## src/hw/rtl/lbp_pkg.sv

```systemverilog
// lbp_pkg: shared types and constants for the lsb-first bit packer
// holds the operation codes and the encoder result struct
// no dependencies
package lbp_pkg;

  localparam int MAX_FIELD_BITS = 32;
  localparam int VALUE_BITS     = 32;
  localparam int MAX_BYTES      = 5;

  localparam logic [6:0] GROUP_MASK = 7'h7F;
  localparam logic       MORE_FLAG  = 1'b1;

  typedef enum logic [1:0] {
    OP_PUT_BITS    = 2'd0,
    OP_PUT_VARINT  = 2'd1,
    OP_PUT_ALIGNED = 2'd2,
    OP_FLUSH       = 2'd3
  } op_t;

  typedef struct packed {
    logic [MAX_BYTES-1:0][7:0] byte_data;  // byte 0 goes out first
    logic [2:0]                count;
    logic [7:0]                partial;
    logic [2:0]                filled;
  } enc_result_t;

endpackage

```

## src/hw/rtl/lbp_encode.sv

```systemverilog
// lbp_encode: turns one request plus the pending partial byte into up to five
// stream bytes and the next partial byte state
// depends on lbp_pkg
module lbp_encode import lbp_pkg::*; (
  input  op_t         op,
  input  logic [5:0]  bit_count,
  input  logic [2:0]  byte_count,
  input  logic [31:0] value,
  input  logic [7:0]  partial,
  input  logic [2:0]  filled,
  output enc_result_t result
);

  logic [5:0]       nb;
  logic [31:0]      bits_mask;
  logic [34:0]      value_ext;
  logic [2:0]       groups;
  logic [4:0][7:0]  grp;
  logic [47:0]      word;
  logic [47:0]      stream;
  logic [5:0]       total_bits;
  logic [2:0]       nbytes;
  logic [2:0]       k;
  logic [31:0]      al;
  logic [3:0][7:0]  al_bytes;
  logic             pre;

  // clamp the bit count to the field and value widths
  always_comb begin
    nb = bit_count;
    if (nb > 6'(MAX_FIELD_BITS)) nb = 6'(MAX_FIELD_BITS);
    if (nb > 6'(VALUE_BITS)) nb = 6'(VALUE_BITS);
    bits_mask = (nb >= 6'd32) ? '1 : ((32'h1 << nb) - 32'h1);
  end

  // number of 7-bit groups for the varint
  always_comb begin
    if (|value[31:28])      groups = 3'd5;
    else if (|value[27:21]) groups = 3'd4;
    else if (|value[20:14]) groups = 3'd3;
    else if (|value[13:7])  groups = 3'd2;
    else                    groups = 3'd1;
  end

  assign value_ext = {3'b000, value};

  always_comb begin
    for (int i = 0; i < MAX_BYTES; i++) begin
      grp[i][6:0] = value_ext[7*i +: 7] & GROUP_MASK;
      grp[i][7]   = (3'(i + 1) < groups) ? MORE_FLAG : 1'b0;
    end
  end

  // bit path: new bits land above the filled bits of the partial byte
  always_comb begin
    if (op == OP_PUT_VARINT) word = {8'h00, grp};
    else                     word = {16'h0000, value & bits_mask};
    stream     = (word << filled) | {40'h0, partial};
    total_bits = {3'b000, filled} + nb;
    nbytes     = (op == OP_PUT_VARINT) ? groups : total_bits[5:3];
  end

  // aligned path: big-endian bytes, high bytes beyond the count dropped
  always_comb begin
    k        = (byte_count > 3'd4) ? 3'd4 : byte_count;
    al       = value << {(3'd4 - k), 3'b000};
    al_bytes = al;
    pre      = (filled != 3'd0);
  end

  always_comb begin
    result = '0;
    unique case (op)
      OP_PUT_BITS, OP_PUT_VARINT: begin
        for (int i = 0; i < MAX_BYTES; i++) begin
          result.byte_data[i] = stream[8*i +: 8];
        end
        result.count   = nbytes;
        result.partial = stream[{nbytes, 3'b000} +: 8];
        result.filled  = (op == OP_PUT_VARINT) ? filled : total_bits[2:0];
      end
      OP_PUT_ALIGNED, OP_FLUSH: begin
        if (pre) begin
          result.byte_data[0] = partial;
          result.byte_data[1] = al_bytes[3];
          result.byte_data[2] = al_bytes[2];
          result.byte_data[3] = al_bytes[1];
          result.byte_data[4] = al_bytes[0];
        end else begin
          result.byte_data[0] = al_bytes[3];
          result.byte_data[1] = al_bytes[2];
          result.byte_data[2] = al_bytes[1];
          result.byte_data[3] = al_bytes[0];
          result.byte_data[4] = 8'h00;
        end
        result.count   = {2'b00, pre} + ((op == OP_PUT_ALIGNED) ? k : 3'd0);
        result.partial = 8'h00;
        result.filled  = 3'd0;
      end
      default: begin
        result = '0;
      end
    endcase
  end

endmodule

```

## src/hw/rtl/lsb_bit_packer_with_varint.sv

```systemverilog
// lsb_bit_packer_with_varint: top level of the lsb-first bit packer with varints
// depends on lbp_pkg and lbp_encode
//
// Each request is registered, encoded combinationally together with the pending
// partial byte, and its bytes (zero to five) are loaded into a five-entry
// output buffer that drives the master side one byte per cycle while m_tready
// is high, tlast on the final byte of the request. A request that yields at most
// one byte is taken every cycle while m_tready is high; a request that yields more
// bytes holds the next registered request until the one-byte output port has
// drained the byte buffer. With the buffer free, a request passes through the
// input register and then the output buffer before its first byte is presented.
// Requests that yield no byte only update the partial byte state.
module lsb_bit_packer_with_varint import lbp_pkg::*; (
  input  logic        clk,
  input  logic        rst,
  input  logic        s_tvalid,
  output logic        s_tready,
  input  logic [47:0] s_tdata,   // bit_count[5:0], byte_count[8:6], value[40:9], zero fill
  input  logic [1:0]  s_tuser,   // op[1:0]
  output logic        m_tvalid,
  input  logic        m_tready,
  output logic [7:0]  m_tdata,   // out_byte[7:0]
  output logic        m_tlast
);

  logic                      in_valid;
  op_t                       in_op;
  logic [5:0]                in_bit_count;
  logic [2:0]                in_byte_count;
  logic [31:0]               in_value;
  logic [MAX_BYTES-1:0][7:0] ob_data;
  logic [2:0]                ob_count;
  logic [7:0]                partial;
  logic [2:0]                filled;
  enc_result_t               enc;
  logic                      load;

  lbp_encode u_encode (
    .op         (in_op),
    .bit_count  (in_bit_count),
    .byte_count (in_byte_count),
    .value      (in_value),
    .partial    (partial),
    .filled     (filled),
    .result     (enc)
  );

  // buffer takes the next request when empty or when its last byte leaves now
  assign load     = in_valid && ((ob_count == 3'd0) || ((ob_count == 3'd1) && m_tready));
  assign s_tready = !in_valid || load;

  assign m_tvalid = (ob_count != 3'd0);
  assign m_tlast  = (ob_count == 3'd1);
  assign m_tdata  = ob_data[0];

  always_ff @(posedge clk) begin
    if (rst) begin
      in_valid <= 1'b0;
      ob_count <= 3'd0;
      partial  <= 8'h00;
      filled   <= 3'd0;
    end else begin
      if (s_tready) begin
        in_valid <= s_tvalid;
      end
      if (load) begin
        ob_count <= enc.count;
        partial  <= enc.partial;
        filled   <= enc.filled;
      end else if (m_tvalid && m_tready) begin
        ob_count <= ob_count - 3'd1;
      end
    end
  end

  always_ff @(posedge clk) begin
    if (s_tvalid && s_tready) begin
      in_op         <= op_t'(s_tuser);
      in_bit_count  <= s_tdata[5:0];
      in_byte_count <= s_tdata[8:6];
      in_value      <= s_tdata[40:9];
    end
    if (load) begin
      ob_data <= enc.byte_data;
    end else if (m_tvalid && m_tready) begin
      ob_data <= {8'h00, ob_data[MAX_BYTES-1:1]};
    end
  end

endmodule

```

## config.mk

```make
export PLATFORM = sky130hd
export DESIGN_NAME = lsb_bit_packer_with_varint
export DESIGN_NICKNAME = d
export VERILOG_FILES = /design/src/hw/rtl/lbp_pkg.sv /design/src/hw/rtl/lbp_encode.sv /design/src/hw/rtl/lsb_bit_packer_with_varint.sv
export SDC_FILE = /design/constraint.sdc
export NUM_CORES = 1
export LEC_CHECK = 0
export ABC_AREA = 1
export BUFFER_PORTS_ARGS = -buffer_cell sky130_fd_sc_hd__buf_2
export CAP_MARGIN = 0
export CORE_ASPECT_RATIO = 2
export CORE_UTILIZATION = 50
export DETAILED_ROUTE_END_ITERATION = 8
export GPL_ROUTABILITY_DRIVEN = 0
export PLACE_DENSITY = 0.68
export SLEW_MARGIN = 20
export SYNTH_ARGS = -nofsm -noshare
export SYNTH_HDL_FRONTEND = slang
export SYNTH_SLANG_ARGS = --single-unit
```

## constraint.sdc

```tcl
create_clock -name clk -period 3.7 [get_ports clk]
set_clock_uncertainty 0.2 [all_clocks]
set_input_delay 0.185 -clock clk [delete_from_list [all_inputs] [get_ports clk]]
set_output_delay 0.185 -clock clk [all_outputs]
set_load 0.01 [all_outputs]
```

**Yosys cells after proc, flatten, opt, wreduce, memory -nomap -nowiden**

Cells that the tools add are included.

- Register bits: 98
- Bits of input ports: 54
- Word-level logic and storage cells: 80

- $add $sub $neg: 5
- Magnitude comparators: 9
- Equality and inequality tests: 5
- Shift operators: 4
- Mux-type cells: 23
- Bitwise logic cells: 2
- Reduce and logical (&&, ||, !) cells: 19

Operator list:

| cell | count |
|---|---|
| 40-bit 2-to-1 mux | 4 |
| 54-bit case mux with 2 select lines | 1 |
| 48-bit by 8-bit OR with 48-bit output | 1 |
| 48-bit by 7-bit variable part select with 8-bit output | 1 |
| 40-bit by 3-bit left shift with 48-bit output | 1 |
| 32-bit AND | 1 |
| 32-bit 2-to-1 mux | 1 |
| 1-bit by 6-bit left shift with 32-bit output, first input constant | 1 |
| 32-bit by 6-bit left shift with 32-bit output | 1 |
| 32-bit by 1-bit subtractor with 32-bit output, second input constant | 1 |
| 3-bit 2-to-1 mux | 9 |
| 7-bit OR reduction | 3 |
| 6-bit > comparator, second input constant | 2 |
| 6-bit 2-to-1 mux | 2 |
| 3-bit by 6-bit adder with 6-bit output | 1 |
| 6-bit >= comparator, second input constant | 1 |
| 2-bit by 3-bit < comparator with 1-bit output, first input constant | 2 |
| 3-bit < comparator, first input constant | 2 |
| 3-bit nonzero test | 2 |
| 1-bit 2-to-1 mux | 5 |
| 2-bit equality test, second input constant | 2 |
| 1-bit logical AND | 4 |
| 2-bit OR reduction | 2 |
| 4-bit OR reduction | 1 |
| other kinds (15) | 16 |

**Depth between registers and ports, before layout**

Gate-level depths: netlist of run 1.

- Depth in word-level cells: 14
- Mapped depth: 24
- Gate-level depth less buffers: 24

**Modules after synthesis**

A second synthesis of run 1 with hierarchy kept.

- Cells, all modules: 1353
- Area total of the unflattened synthesis: 8779.7 µm²

By module, submodules not included:

| module | instances | cells each | area each (µm²) | seq. area each (µm²) |
|---|---|---|---|---|
| lbp_encode | 1 | 1052 | 5069.9 | 0.0 |
| lsb_bit_packer_with_varint | 1 | 301 | 3709.8 | 2792.7 |

**Least setup slack after synthesis of run 1**

OpenSTA, ideal clock, no wires.

- Path type: flip-flop to flip-flop
- Start point: reg in_bit_count[3]
- End point: reg partial[3]
- Data arrival time: 2.898 ns
- Setup slack: 0.470 ns
- Cell stages (with the launch flop): 21
- Buffers on the path: 1
- Cell sequence: edfxtp_1 > inv_4 > nand3_2 > a21oi_4 > ha_1 > a21oi_1 > inv_1 > a31oi_1 > xor2_1 > nand2_1 > nand2_1 > clkinv_1 > nor2_1 > inv_1 > clkbuf_1 > nor2_1 > a21oi_1 > nand2_1 > nand2_1 > nand2_1 > a21oi_2

- Longest elaborated chain between the ends: 13
- Elaborated cells between the ends (all ways): 16
- Classes of those cells: 2 x add/sub; 3 x order compare; 3 x shift; 6 x mux; 2 x bitwise

Ends and longest elaborated chain:

| item | line | RTL |
|---|---|---|
| from (decl) | lsb_bit_packer_with_varint.sv:28 | `logic [5:0] in_bit_count;` |
| from (signal assigned) | lsb_bit_packer_with_varint.sv:79 | `in_bit_count <= s_tdata[5:0];` |
| 6-bit > comparator | lbp_encode.sv:31 | `if (nb > 6'(MAX_FIELD_BITS)) nb = 6'(MAX_FIELD_BITS);` |
| 6-bit 2-to-1 mux * | lbp_encode.sv:31 |  |
| 6-bit > comparator | lbp_encode.sv:32 | `if (nb > 6'(VALUE_BITS)) nb = 6'(VALUE_BITS);` |
| 6-bit 2-to-1 mux * | lbp_encode.sv:32 |  |
| 1-bit by 6-bit left shift with 32-bit output | lbp_encode.sv:33 | `bits_mask = (nb >= 6'd32) ? '1 : ((32'h1 << nb) - 32'h1);` |
| 32-bit by 1-bit subtractor with 32-bit output | lbp_encode.sv:33 |  |
| 32-bit 2-to-1 mux | lbp_encode.sv:33 |  |
| 32-bit AND | lbp_encode.sv:57 | `else word = {16'h0000, value & bits_mask};` |
| 40-bit 2-to-1 mux | lbp_encode.sv:56 | `if (op == OP_PUT_VARINT) word = {8'h00, grp};` |
| 40-bit by 3-bit left shift with 48-bit output | lbp_encode.sv:58 | `stream = (word << filled) \| {40'h0, partial};` |
| 48-bit by 8-bit OR with 48-bit output | lbp_encode.sv:58 |  |
| 48-bit by 7-bit variable part select with 8-bit output * | lbp_encode.sv:79 | `result.partial = stream[{nbytes, 3'b000} +: 8];` |
| 54-bit case mux with 2 select lines * | lbp_encode.sv:73 | `unique case (op)` |
| to (signal assigned) | lsb_bit_packer_with_varint.sv:68 | `partial <= enc.partial;` |
| to (decl) | lsb_bit_packer_with_varint.sv:33 | `logic [7:0] partial;` |

Every way passes the cells marked *; elsewhere a longest branch is shown, timed or not.
A chain may end at the register's enable or synchronous reset.

**Worst setup path after layout of run 1**

- Start point: reg in_bit_count[5]
- End point: reg ob_data[26] in the netlist's numbering (data pin)

- Longest elaborated chain between the ends: 13
- Elaborated cells between the ends (all ways): 14
- Classes of those cells: 1 x add/sub; 3 x order compare; 2 x shift; 6 x mux; 2 x bitwise

Ends and longest elaborated chain:

| item | line | RTL |
|---|---|---|
| 6-bit > comparator | lbp_encode.sv:31 |  |
| 6-bit 2-to-1 mux * | lbp_encode.sv:31 |  |
| 6-bit > comparator | lbp_encode.sv:32 |  |
| 6-bit 2-to-1 mux * | lbp_encode.sv:32 |  |
| 1-bit by 6-bit left shift with 32-bit output | lbp_encode.sv:33 |  |
| 32-bit by 1-bit subtractor with 32-bit output | lbp_encode.sv:33 |  |
| 32-bit 2-to-1 mux * | lbp_encode.sv:33 |  |
| 32-bit AND * | lbp_encode.sv:57 |  |
| 40-bit 2-to-1 mux * | lbp_encode.sv:56 |  |
| 40-bit by 3-bit left shift with 48-bit output * | lbp_encode.sv:58 |  |
| 48-bit by 8-bit OR with 48-bit output * | lbp_encode.sv:58 |  |
| 54-bit case mux with 2 select lines * | lbp_encode.sv:73 |  |
| 40-bit 2-to-1 mux * | lsb_bit_packer_with_varint.sv:83 | `if (load) begin` |
| to (signal assigned) | lsb_bit_packer_with_varint.sv:84 | `ob_data <= enc.byte_data;` |
| to (signal assigned) | lsb_bit_packer_with_varint.sv:86 | `ob_data <= {8'h00, ob_data[MAX_BYTES-1:1]};` |
| to (decl) | lsb_bit_packer_with_varint.sv:31 | `logic [MAX_BYTES-1:0][7:0] ob_data;` |

Marked as above.

==> impl_metrics.yaml, run 1 <==
yosys:
  ys_seq_area_share_pct: 33.7
  synth_nets: 1292
  synth_area_leader_cell: "edfxtp_1"
  synth_cells: 1227
  syn_avg_cell_area_um2: 6.75
  syn_area_mm2: 0.00828
  yosysTopAreaCellShare_pct: 30.1
  synth-edff-count: 83
  synth.distinct_cells: 55
  yosys_register_bits: 98
  synth_warnings: 0
  async_flop_share_pct: 0
  synth_top_flop_cell: "edfxtp_1"
  synth.area.top_cells: "edfxtp_1, nand3_1, nand2_1, nor2_1, o21ai_0"
setup_path:
  path_class: "reg -> reg"
  path_cells: "inv_2, nand2_1, nor2_1, nand2_1, nor2_1, nand2_1, nand2_1, nor2_1, nand2_1, nor2_4, nand2_2, nor2_1, nand4_1, nand3_1, nand3_1, nand3_1, nand3_1, nand2_1"
  arrival_ps: 3390
  cp_max_fo: 6
  r2r-start: "in_bit_count[5]"
  cp_slowest_stage_delay_ps: 490
  critPathLaunchType: "flop"
  end_kind: "flop"
  crit_top_cell: "nand2_1"
  cp_slowest_cell: "edfxtp_1"
  cp_data_required_time_ps: 3610
  cp-startpoint: "in_bit_count[5]"
cts:
  numCtsBuffers: 9
  cts_tree: "yes"
  clk_latency_ps: 370
  clk_path_buf_depth: 2
  clock-root-buffer: "clkbuf_16"
  cts_sinks: 98
  clk_pin_slew_worst_paths_ps: 80
  htreeDepth: 3
route:
  drc: 0
  ant_nets: 0
  wl_per_cell_um: 21.3
  viasPerCell: 6.10
  finalWirelength_um: 32700
  first_pass_iters: 6
  drtIter0Drc: 819
  num_vias: 9347
timing:
  worst_pin_slew_ps: 1100
  fin_ws_ps: 225
  final.period_utilization_pct: 93.9
  holdWs_ps: 284
  rsz0062_at_grt: "yes"
  period_minus_slack_ps: 3480
  setup_violations: 0
  final_hold_viol_count: 0
  maxSlewViolCount: 0
  finalSetupTns_ps: 0
  slew_headroom_pct: 26.7
  fmax_mhz: 288
die:
  die_area_mm2: 0.0171
  start_util_pct: 50.9
  row_count: 66
  core-area_mm2: 0.0163
  die_y_um: 184
  pin_count: 65
  die_w_um: 93.0
layout:
  post-route-util_pct: 59.6
  antenna_cells: 0
  nets: 1388
  area_growth_pct: 17.0
  drive_gt1_share_pct: 14.2
  fin_area_mm2: 0.00969
global_routing:
  grt_max_degree: 47
  antenna_found_initial: 0
  grt_pass1_wl_um: 49300
  grt.overflow.total: 0
  grt_pass1_vias: 8956
  track_usage_pct: 39.1
place:
  placed_area_mm2: 0.00889
  numPortBuffers: 57
  dp_hpwl_um: 24700
  place_ws_ps: 299
power_and_ir_drop:
  p_leak_nw: 4.33
  peakVddDrop_v: 0.000459
  cellPowerDensity_mw_per_mm2: 599
run_status:
  status: "finished clean"
run:
  drv_cap: 0
worst_hold_path:
  hold_path_startpoint: "partial[1]"
  hp-class: "reg -> reg"
-- path summary, 6_finish.rpt --
kind,end,slack (ps),cells past startpoint
setup / recovery,ob_data[26],220,18
hold / removal,partial[1],280,2
setup reg to reg,ob_data[26],220,18
hold reg to reg,partial[1],280,2
-- area by class of cell --
cell class                      count  area [um^2]
Tap cell                          204          255
Sequential cell                    98         2790
Multi-Input combinational cell    951         4770
Fill cell                        1587         6580
Inverter                          104          397
Timing Repair Buffer              159         1170
Clock buffer                        9          225
Clock inverter                      7         81.3
-- sequential cells by signal, indices dropped and copies added (netlist names) --
signal,count
filled,3
in_bit_count,6
in_byte_count,3
in_op,2
in_valid,1
in_value,32
m_tdata,8
ob_count,3
ob_data,32
partial,8
-- cell usage in the layout, fill, tap and decap left out, drive strengths merged, types with 4 or more instances in the layout --
cell type	n
o21bai	9
dlygate4sd3	46
dfxtp	15
buf	113
a21oi	52
nor4	4
clkbuf	9
o22ai	9
o211ai	7
ha	10
a22oi	9
a31oi	15
inv	103
edfxtp	83
a221oi	9
o21ai	93
nor3	13
nand2	286
nand4	25
nand3	231
or2	6
clkinv	8
nor2	150
-- layer usage --
metal	track usage, %	routed length [um]
met4	34.3	3380
met2	67.4	16400
met1	39.0	10500
met3	7.90	2370
met5	0	0
-- cell usage after synthesis, types with 2 or more instances --
master      n
or2_2       5
inv_2       7
o22ai_1     9
a21oi_2     2
clkbuf_1   41
o221ai_1    3
xor2_1      3
nor2_4      3
a211oi_1    2
buf_4      12
o211ai_1    7
nor4_1      4
edfxtp_1   83
a21oi_1    49
nand3_1   218
nand4_1    24
inv_4       2
o21bai_1    9
a32o_1      3
nor2_2      9
a221oi_1    9
a31oi_1    15
clkinv_1    2
dfxtp_1    15
buf_1       8
ha_1       10
o21ai_0    86
a22oi_1     9
o31ai_1     2
nor2_1    137
o21ai_1     6
nand3b_1    3
nand3_2    13
buf_2      12
nand2_2     4
nor3_1     11
inv_1      92
nand2_1   281
-- where the power goes --
group          internal, mW  switching, mW
combinational         0.946           2.03
sequential             1.68          0.188
clock                 0.483          0.489
-- worst max-delay path: cells and delay by family (launching register included) --
family	cells	cell delay, ps
AND/OR/NAND/NOR	17	2360
buffers and inverters	1	170
flip-flops	1	490
-- metrics by stage --
stage / instances / power, mW
2_1_floorplan: 1227 / 3.82
3_3_place_gp: 1469 / 4.65
3_5_place_dp: 1469 / 4.68
4_1_cts: 1531 / 5.69
5_1_grt: 1532 / 6.16
6_report: 1532 / 5.81
-- what timing repair did --
action,in CTS,in global routing
resized for setup,0,5
endpoints found under the hold margin,45,0
setup endpoints to repair,0,6
hold buffers,46,0
setup buffers,0,1
-- logic make-up after synthesis --
| family | synth area share (%) |
|---|---|
| flops | 33.7 |
| buf+inv | 8.96 |
| mux | 0.136 |
| xor+xnor | 0.423 |
| compound gates | 15.6 |
| simple gates | 39.4 |
| fa+ha+maj | 1.75 |
(Power assumes the default switching activity.)
==> inputs of run 2 (changes only) <==
SETUP_SLACK_MARGIN = 0.5   (was unset)
==> run 2 against run 1 <==
Count of clock-buffer cells in the layout unchanged; largest cell class unchanged; largest power group unchanged; highest routed layer unchanged; total power increased by 8.3%; combinational power increased by 15%; setup slack improved by 130 ps; via count increased by 7.3%; flip-flop and latch count unchanged; critical path depth increased by 2; critical path type unchanged; final area increased by 11%; clock power increased by 0.8%; final cell count increased by 1.6%.
==> impl_metrics.yaml, run 2 (synthesized netlist as in run 1, its figures left out) <==
cts:
  clk_path_buf_depth: 2
  cts_sinks: 98
  clk_latency_ps: 370
  htreeDepth: 3
  clock-root-buffer: "clkbuf_16"
  cts_tree: "yes"
  numCtsBuffers: 9
  clk_pin_slew_worst_paths_ps: 80
setup_path:
  path_class: "reg -> reg"
  critPathLaunchType: "flop"
  cp_data_required_time_ps: 3800
  cp_max_fo: 5
  end_kind: "flop"
  arrival_ps: 3440
layout:
  num-fill-cells: 1401
  drive_gt1_share_pct: 27.2
  antenna_cells: 0
  seqCellArea_mm2: 0.00279
  top_regs: "in_value x32, ob_data x32"
  multiInputGateArea_mm2: 0.00558
  nets: 1413
  final_cell_mix: "nand2_1, nand3_1, nor2_1"
  area_growth_pct: 30.3
  layout_commonest_cell: "nand2_1"
  final_cells: 1557
place:
  dp_hpwl_um: 25100
  dp_cells: 1453
  numPortBuffers: 57
worst_hold_path:
  hp-class: "in -> reg"
timing:
  period_minus_slack_ps: 3350
  rsz0062_at_grt: "yes"
  final.period_utilization_pct: 90.5
  slew_headroom_pct: 20.4
  maxSlewViolCount: 0
  setup_violations: 0
  fmax_mhz: 299
  finalSetupTns_ps: 0
  final_hold_viol_count: 0
  worst_pin_slew_ps: 1190
global_routing:
  grt_pass1_vias: 9062
  grt.overflow.total: 0
  antenna_found_initial: 0
  track_usage_pct: 40.4
  grt_pass1_wl_um: 50700
  grt_max_degree: 47
power_and_ir_drop:
  p_switching_mw: 2.99
  seq_power_share_pct: 30.2
  swShare_pct: 47.5
  peakVddDrop_v: 0.000308
  cellPowerDensity_mw_per_mm2: 583
  comb_power_share_pct: 54.3
  pwr-share-clk_pct: 15.6
  internal-power_mw: 3.30
  p_leak_nw: 4.71
route:
  first_pass_iters: 8
  viasPerCell: 6.44
  finalWirelength_um: 36500
  num_vias: 10000
  drtIter0Drc: 1124
  wl_per_cell_um: 23.4
  drc: 0
  ant_nets: 0
die:
  die_y_um: 184
  die_w_um: 93.0
  row_count: 66
  pin_count: 65
  die_area_mm2: 0.0171
  core-area_mm2: 0.0163
  start_util_pct: 50.9
run_status:
  status: "finished clean"
run:
  drv_cap: 0
[run 2: final timing paths]
check	from	endpoint	slack (ps)	depth (start not counted)
max	in_bit_count[0]	partial[0]	350	20
min	rst	partial[3]	30	2
max reg2reg	in_bit_count[0]	partial[0]	350	20
min reg2reg	partial[4]	partial[4]	290	2
[run 2: cell type report]
cell class | count | share of cell area, %
clock buffers | 9 | 2.09
repair buffers | 183 | 13.2
well taps | 204 | 2.36
repair inverters | 1 | 0.0464
multi-input cells | 951 | 51.7
clock inverters | 7 | 0.753
inverters | 104 | 3.99
flip-flops and latches | 98 | 25.9
[run 2: repair_timing]
action | in CTS | in global routing
setup buffers | 9 | 32
pin swaps | 8 | 56
gates cloned | 0 | 1
endpoints found under the setup margin | 33 | 44
gates resized for setup | 27 | 197
hold buffers | 46 | 0
hold endpoints to repair | 45 | 0
[run 2: power by group through the flow]
stage	clock [mW]	combinational, mW	sequential, mW
6_report	0.980	3.41	1.90
5_1_grt	1.02	3.68	1.93
4_1_cts	0.979	2.87	1.87
3_5_place_dp	0	2.77	1.89
3_3_place_gp	0	2.75	1.88
2_1_floorplan	0	2.03	1.79
[run 2: per-stage QoR]
step	setup slack (ps)	utilization, %	power (mW)	cell area [um^2]	hold slack, ps
finish	353	66.4	6.29	10800	30.5
global route	191	66.4	6.62	10800	24.9
CTS	477	59.8	5.72	9730	3.62
detailed placement	210	54.0	4.66	8790	163
global placement	252	54.0	4.63	8790	161
floorplan	518	-	3.82	8290	54.1
[run 2: per-layer routing]
| metal | global-route usage, % | vias up | part of all wire [%] |
|---|---|---|---|
| met3 | 7.57 | 305 | 8.5 |
| met1 | 39.8 | 4509 | 31 |
| met2 | 69.0 | 718 | 48 |
| met5 | 0 | - | 0 |
| met4 | 39.0 | 0 | 12 |
| li1 | - | 4495 | - |
[run 2: worst max-delay path, cell delays in order (launching register included)]
cell      delay [ps]
edfxtp_1         540
nor2_2           180
nand3_2          130
nand2_4          120
nand2_1          110
nand3_2          150
nand2_2           90
nor2_1           120
nand2_1          110
nor2_4           170
buf_4            140
nand3_1           70
nand2_1           90
nand3_1          130
nand3_2          120
o21ai_2           70
nand2_1          140
nand3_2          130
a21oi_4          210
nand2_1           90
a21oi_1          130
==> inputs of run 3 (changes only) <==
ABC_AREA = unset   (was 1)
==> run 3 against run 2 <==
The flow now finishes with violations (DRC, setup timing); final area grew 3.1%; count of clock-buffer cells in the layout is the same; synthesized area grew 3.4%; synthesized cell count shrank 18%; total power shrank 9.4%; sequential share of layout area shrank 0.75 points; setup slack lost 520 ps.
==> impl_metrics.yaml, run 3 <==
yosys:
  syn_area_mm2: 0.00857
  yosysMostFrequentCell: "nand2_1"
  synth_warnings: 0
  synth.distinct_cells: 96
  yosys_register_bits: 98
  synth_nets: 1073
  synth_cells: 1008
  yosysTopAreaCellShare_pct: 29.1
  syn_avg_cell_area_um2: 8.50
  synth_area_leader_cell: "edfxtp_1"
  synth-edff-count: 83
  async_flop_share_pct: 0
  synth_top_flop_cell: "edfxtp_1"
  synth.area.top_cells: "edfxtp_1, nand2_1, mux2i_1, o21ai_0, dfxtp_1"
  ys_seq_area_share_pct: 32.6
  netlist_top_cells_count: "nand2_1, edfxtp_1, nor2_1"
layout:
  top_regs: "in_value x32, ob_data x32"
  nets: 1214
  antenna_cells: 0
  post-route-util_pct: 66.4
  layout_commonest_cell: "buf_4"
  drive_gt1_share_pct: 29.7
  final_cell_mix: "buf_4, nand2_1, edfxtp_1"
  area_growth_pct: 30.0
setup_path:
  r2r_slack_ps: -170
  crit_top_cell: "buf_4"
  critPathLaunchType: "flop"
  cp_slowest_stage_delay_ps: 570
  rr_endpoint: "ob_data[27]"
  cp_data_required_time_ps: 3640
  r2r_cells: 14
  cp-endpoint: "ob_data[27]"
  arrival_ps: 3800
  cp-startpoint: "in_bit_count[4]"
  path_class: "reg -> reg"
  end_kind: "flop"
  cp_max_fo: 10
  r2r-start: "in_bit_count[4]"
  path_cells: "or4_4, or3b_4, ha_4, buf_4, buf_12, nand2_4, o221a_4, a211oi_4, o31ai_1, o22ai_1, mux2i_1, buf_4, o21ai_1, o21a_1"
  cp_slowest_cell: "or4_4"
global_routing:
  grt_max_degree: 64
  antenna_found_initial: 0
  grt_pass1_wl_um: 59900
  track_usage_pct: 46.5
  grt_pass1_vias: 9713
  grt.overflow.total: 0
timing:
  setup_violations: 28
  period_minus_slack_ps: 3870
  final_hold_viol_count: 0
  slew_headroom_pct: 42.2
  holdWs_ps: 53.8
  fmax_mhz: 259
  worst_pin_slew_ps: 867
  maxSlewViolCount: 0
  fin_ws_ps: -167
  finalSetupTns_ps: -2420
  rsz0062_at_grt: "yes"
  final.period_utilization_pct: 105
die:
  start_util_pct: 51.1
  pin_count: 65
  die_y_um: 187
  die_area_mm2: 0.0177
  core-area_mm2: 0.0168
  row_count: 67
  die_w_um: 94.6
cts:
  cts_tree: "yes"
  numCtsBuffers: 9
  clk_latency_ps: 370
  htreeDepth: 3
  clock-root-buffer: "clkbuf_16"
  clk_pin_slew_worst_paths_ps: 90
  cts_sinks: 98
  clk_path_buf_depth: 2
power_and_ir_drop:
  seq_power_share_pct: 32.2
  internal-power_mw: 3.24
  swShare_pct: 43.2
  pwr-share-clk_pct: 17.4
  comb_power_share_pct: 50.4
  peakVddDrop_v: 0.000377
  p_leak_nw: 4.08
  cellPowerDensity_mw_per_mm2: 512
  p_switching_mw: 2.46
place:
  dp_hpwl_um: 27000
  place_ws_ps: -199
  numPortBuffers: 57
route:
  num_vias: 9990
  wl_per_cell_um: 28.7
  viasPerCell: 7.34
  drtIter0Drc: 1312
  ant_nets: 0
  drc: 7
  first_pass_iters: 9
  finalWirelength_um: 39100
run_status:
  status: "complete, but fails checks"
  failed_checks: "DRC, setup timing"
worst_hold_path:
  holdPathStages: 2
  hp-class: "in -> reg"
run:
  drv_cap: 0
-- run 3: worst max-delay path: cells and delay by family (launching register included) --
kind	cells	cell delay (ps)
and+or+nand+nor	3	1040
buffers and inverters	3	470
AOI/OAI and AO/OA	6	920
muxes	1	380
adders and majority gates	1	200
DFF	1	400
-- run 3: what timing repair did --
item,4_1_cts,5_1_grt
gates resized for setup,56,43
endpoints found under the setup margin,46,47
pin swaps,32,35
hold buffers,45,0
buffers inserted,11,7
hold endpoints to repair,45,0
gates cloned,1,0
-- run 3: worst min path at each step --
stage                            from               to  slack (ps)
final                             rst      ob_count[2]          50
after floorplan            s_tdata[0]  in_bit_count[0]          80
after global placement     s_tdata[1]  in_bit_count[1]         160
after CTS                         rst      ob_count[2]          40
after global routing              rst      ob_count[2]          60
after detailed placement  s_tdata[25]     in_value[16]         160
-- run 3: area by class of cell --
class                           instances  area [um^2]
Tap cell                              207          259
Multi-Input combinational cell        795         5910
Clock buffer                            9          225
Fill cell                            1405         5630
Timing Repair Buffer                  230         1800
Sequential cell                        98         2800
Inverter                               15         58.8
Clock inverter                          7         81.3
-- run 3: per-layer routing --
metal / global-route usage (%) / wire (um) / vias to the layer above
met5: 0 / 0 / -
met4: 44.2 / 5280 / 0
met3: 16.4 / 4040 / 364
met2: 72.7 / 18300 / 830
met1: 46.3 / 11400 / 4580
li1: - / - / 4216
-- run 3: power groups by stage --
stage | clock network (mW) | registers (mW) | logic, mW
finish | 0.992 | 1.84 | 2.87
global placement | 0 | 1.83 | 2.47
floorplan | 0 | 1.76 | 1.65
global route | 1.02 | 1.86 | 3.04
detailed placement | 0 | 1.83 | 2.49
CTS | 0.985 | 1.81 | 2.67
-- run 3: kinds of logic after synthesis --
| group | share of synthesized area, % |
|---|---|
| AO/OA/AOI/OAI | 31.3 |
| AND/OR/NAND/NOR | 20.4 |
| buffers and inverters | 6.05 |
| flip-flops | 32.6 |
| multiplexers | 7.45 |
| adder cells (fa/ha/maj) | 1.69 |
| XOR/XNOR | 0.511 |
-- run 3: stage by stage --
stage | std cells | instance area, um^2 | total power [mW]
after global routing | 1361 | 11100 | 5.93
after global placement | 1281 | 9740 | 4.30
after floorplan | 1008 | 8820 | 3.41
after detailed placement | 1281 | 9740 | 4.33
after CTS | 1354 | 10900 | 5.47
final | 1361 | 11100 | 5.70
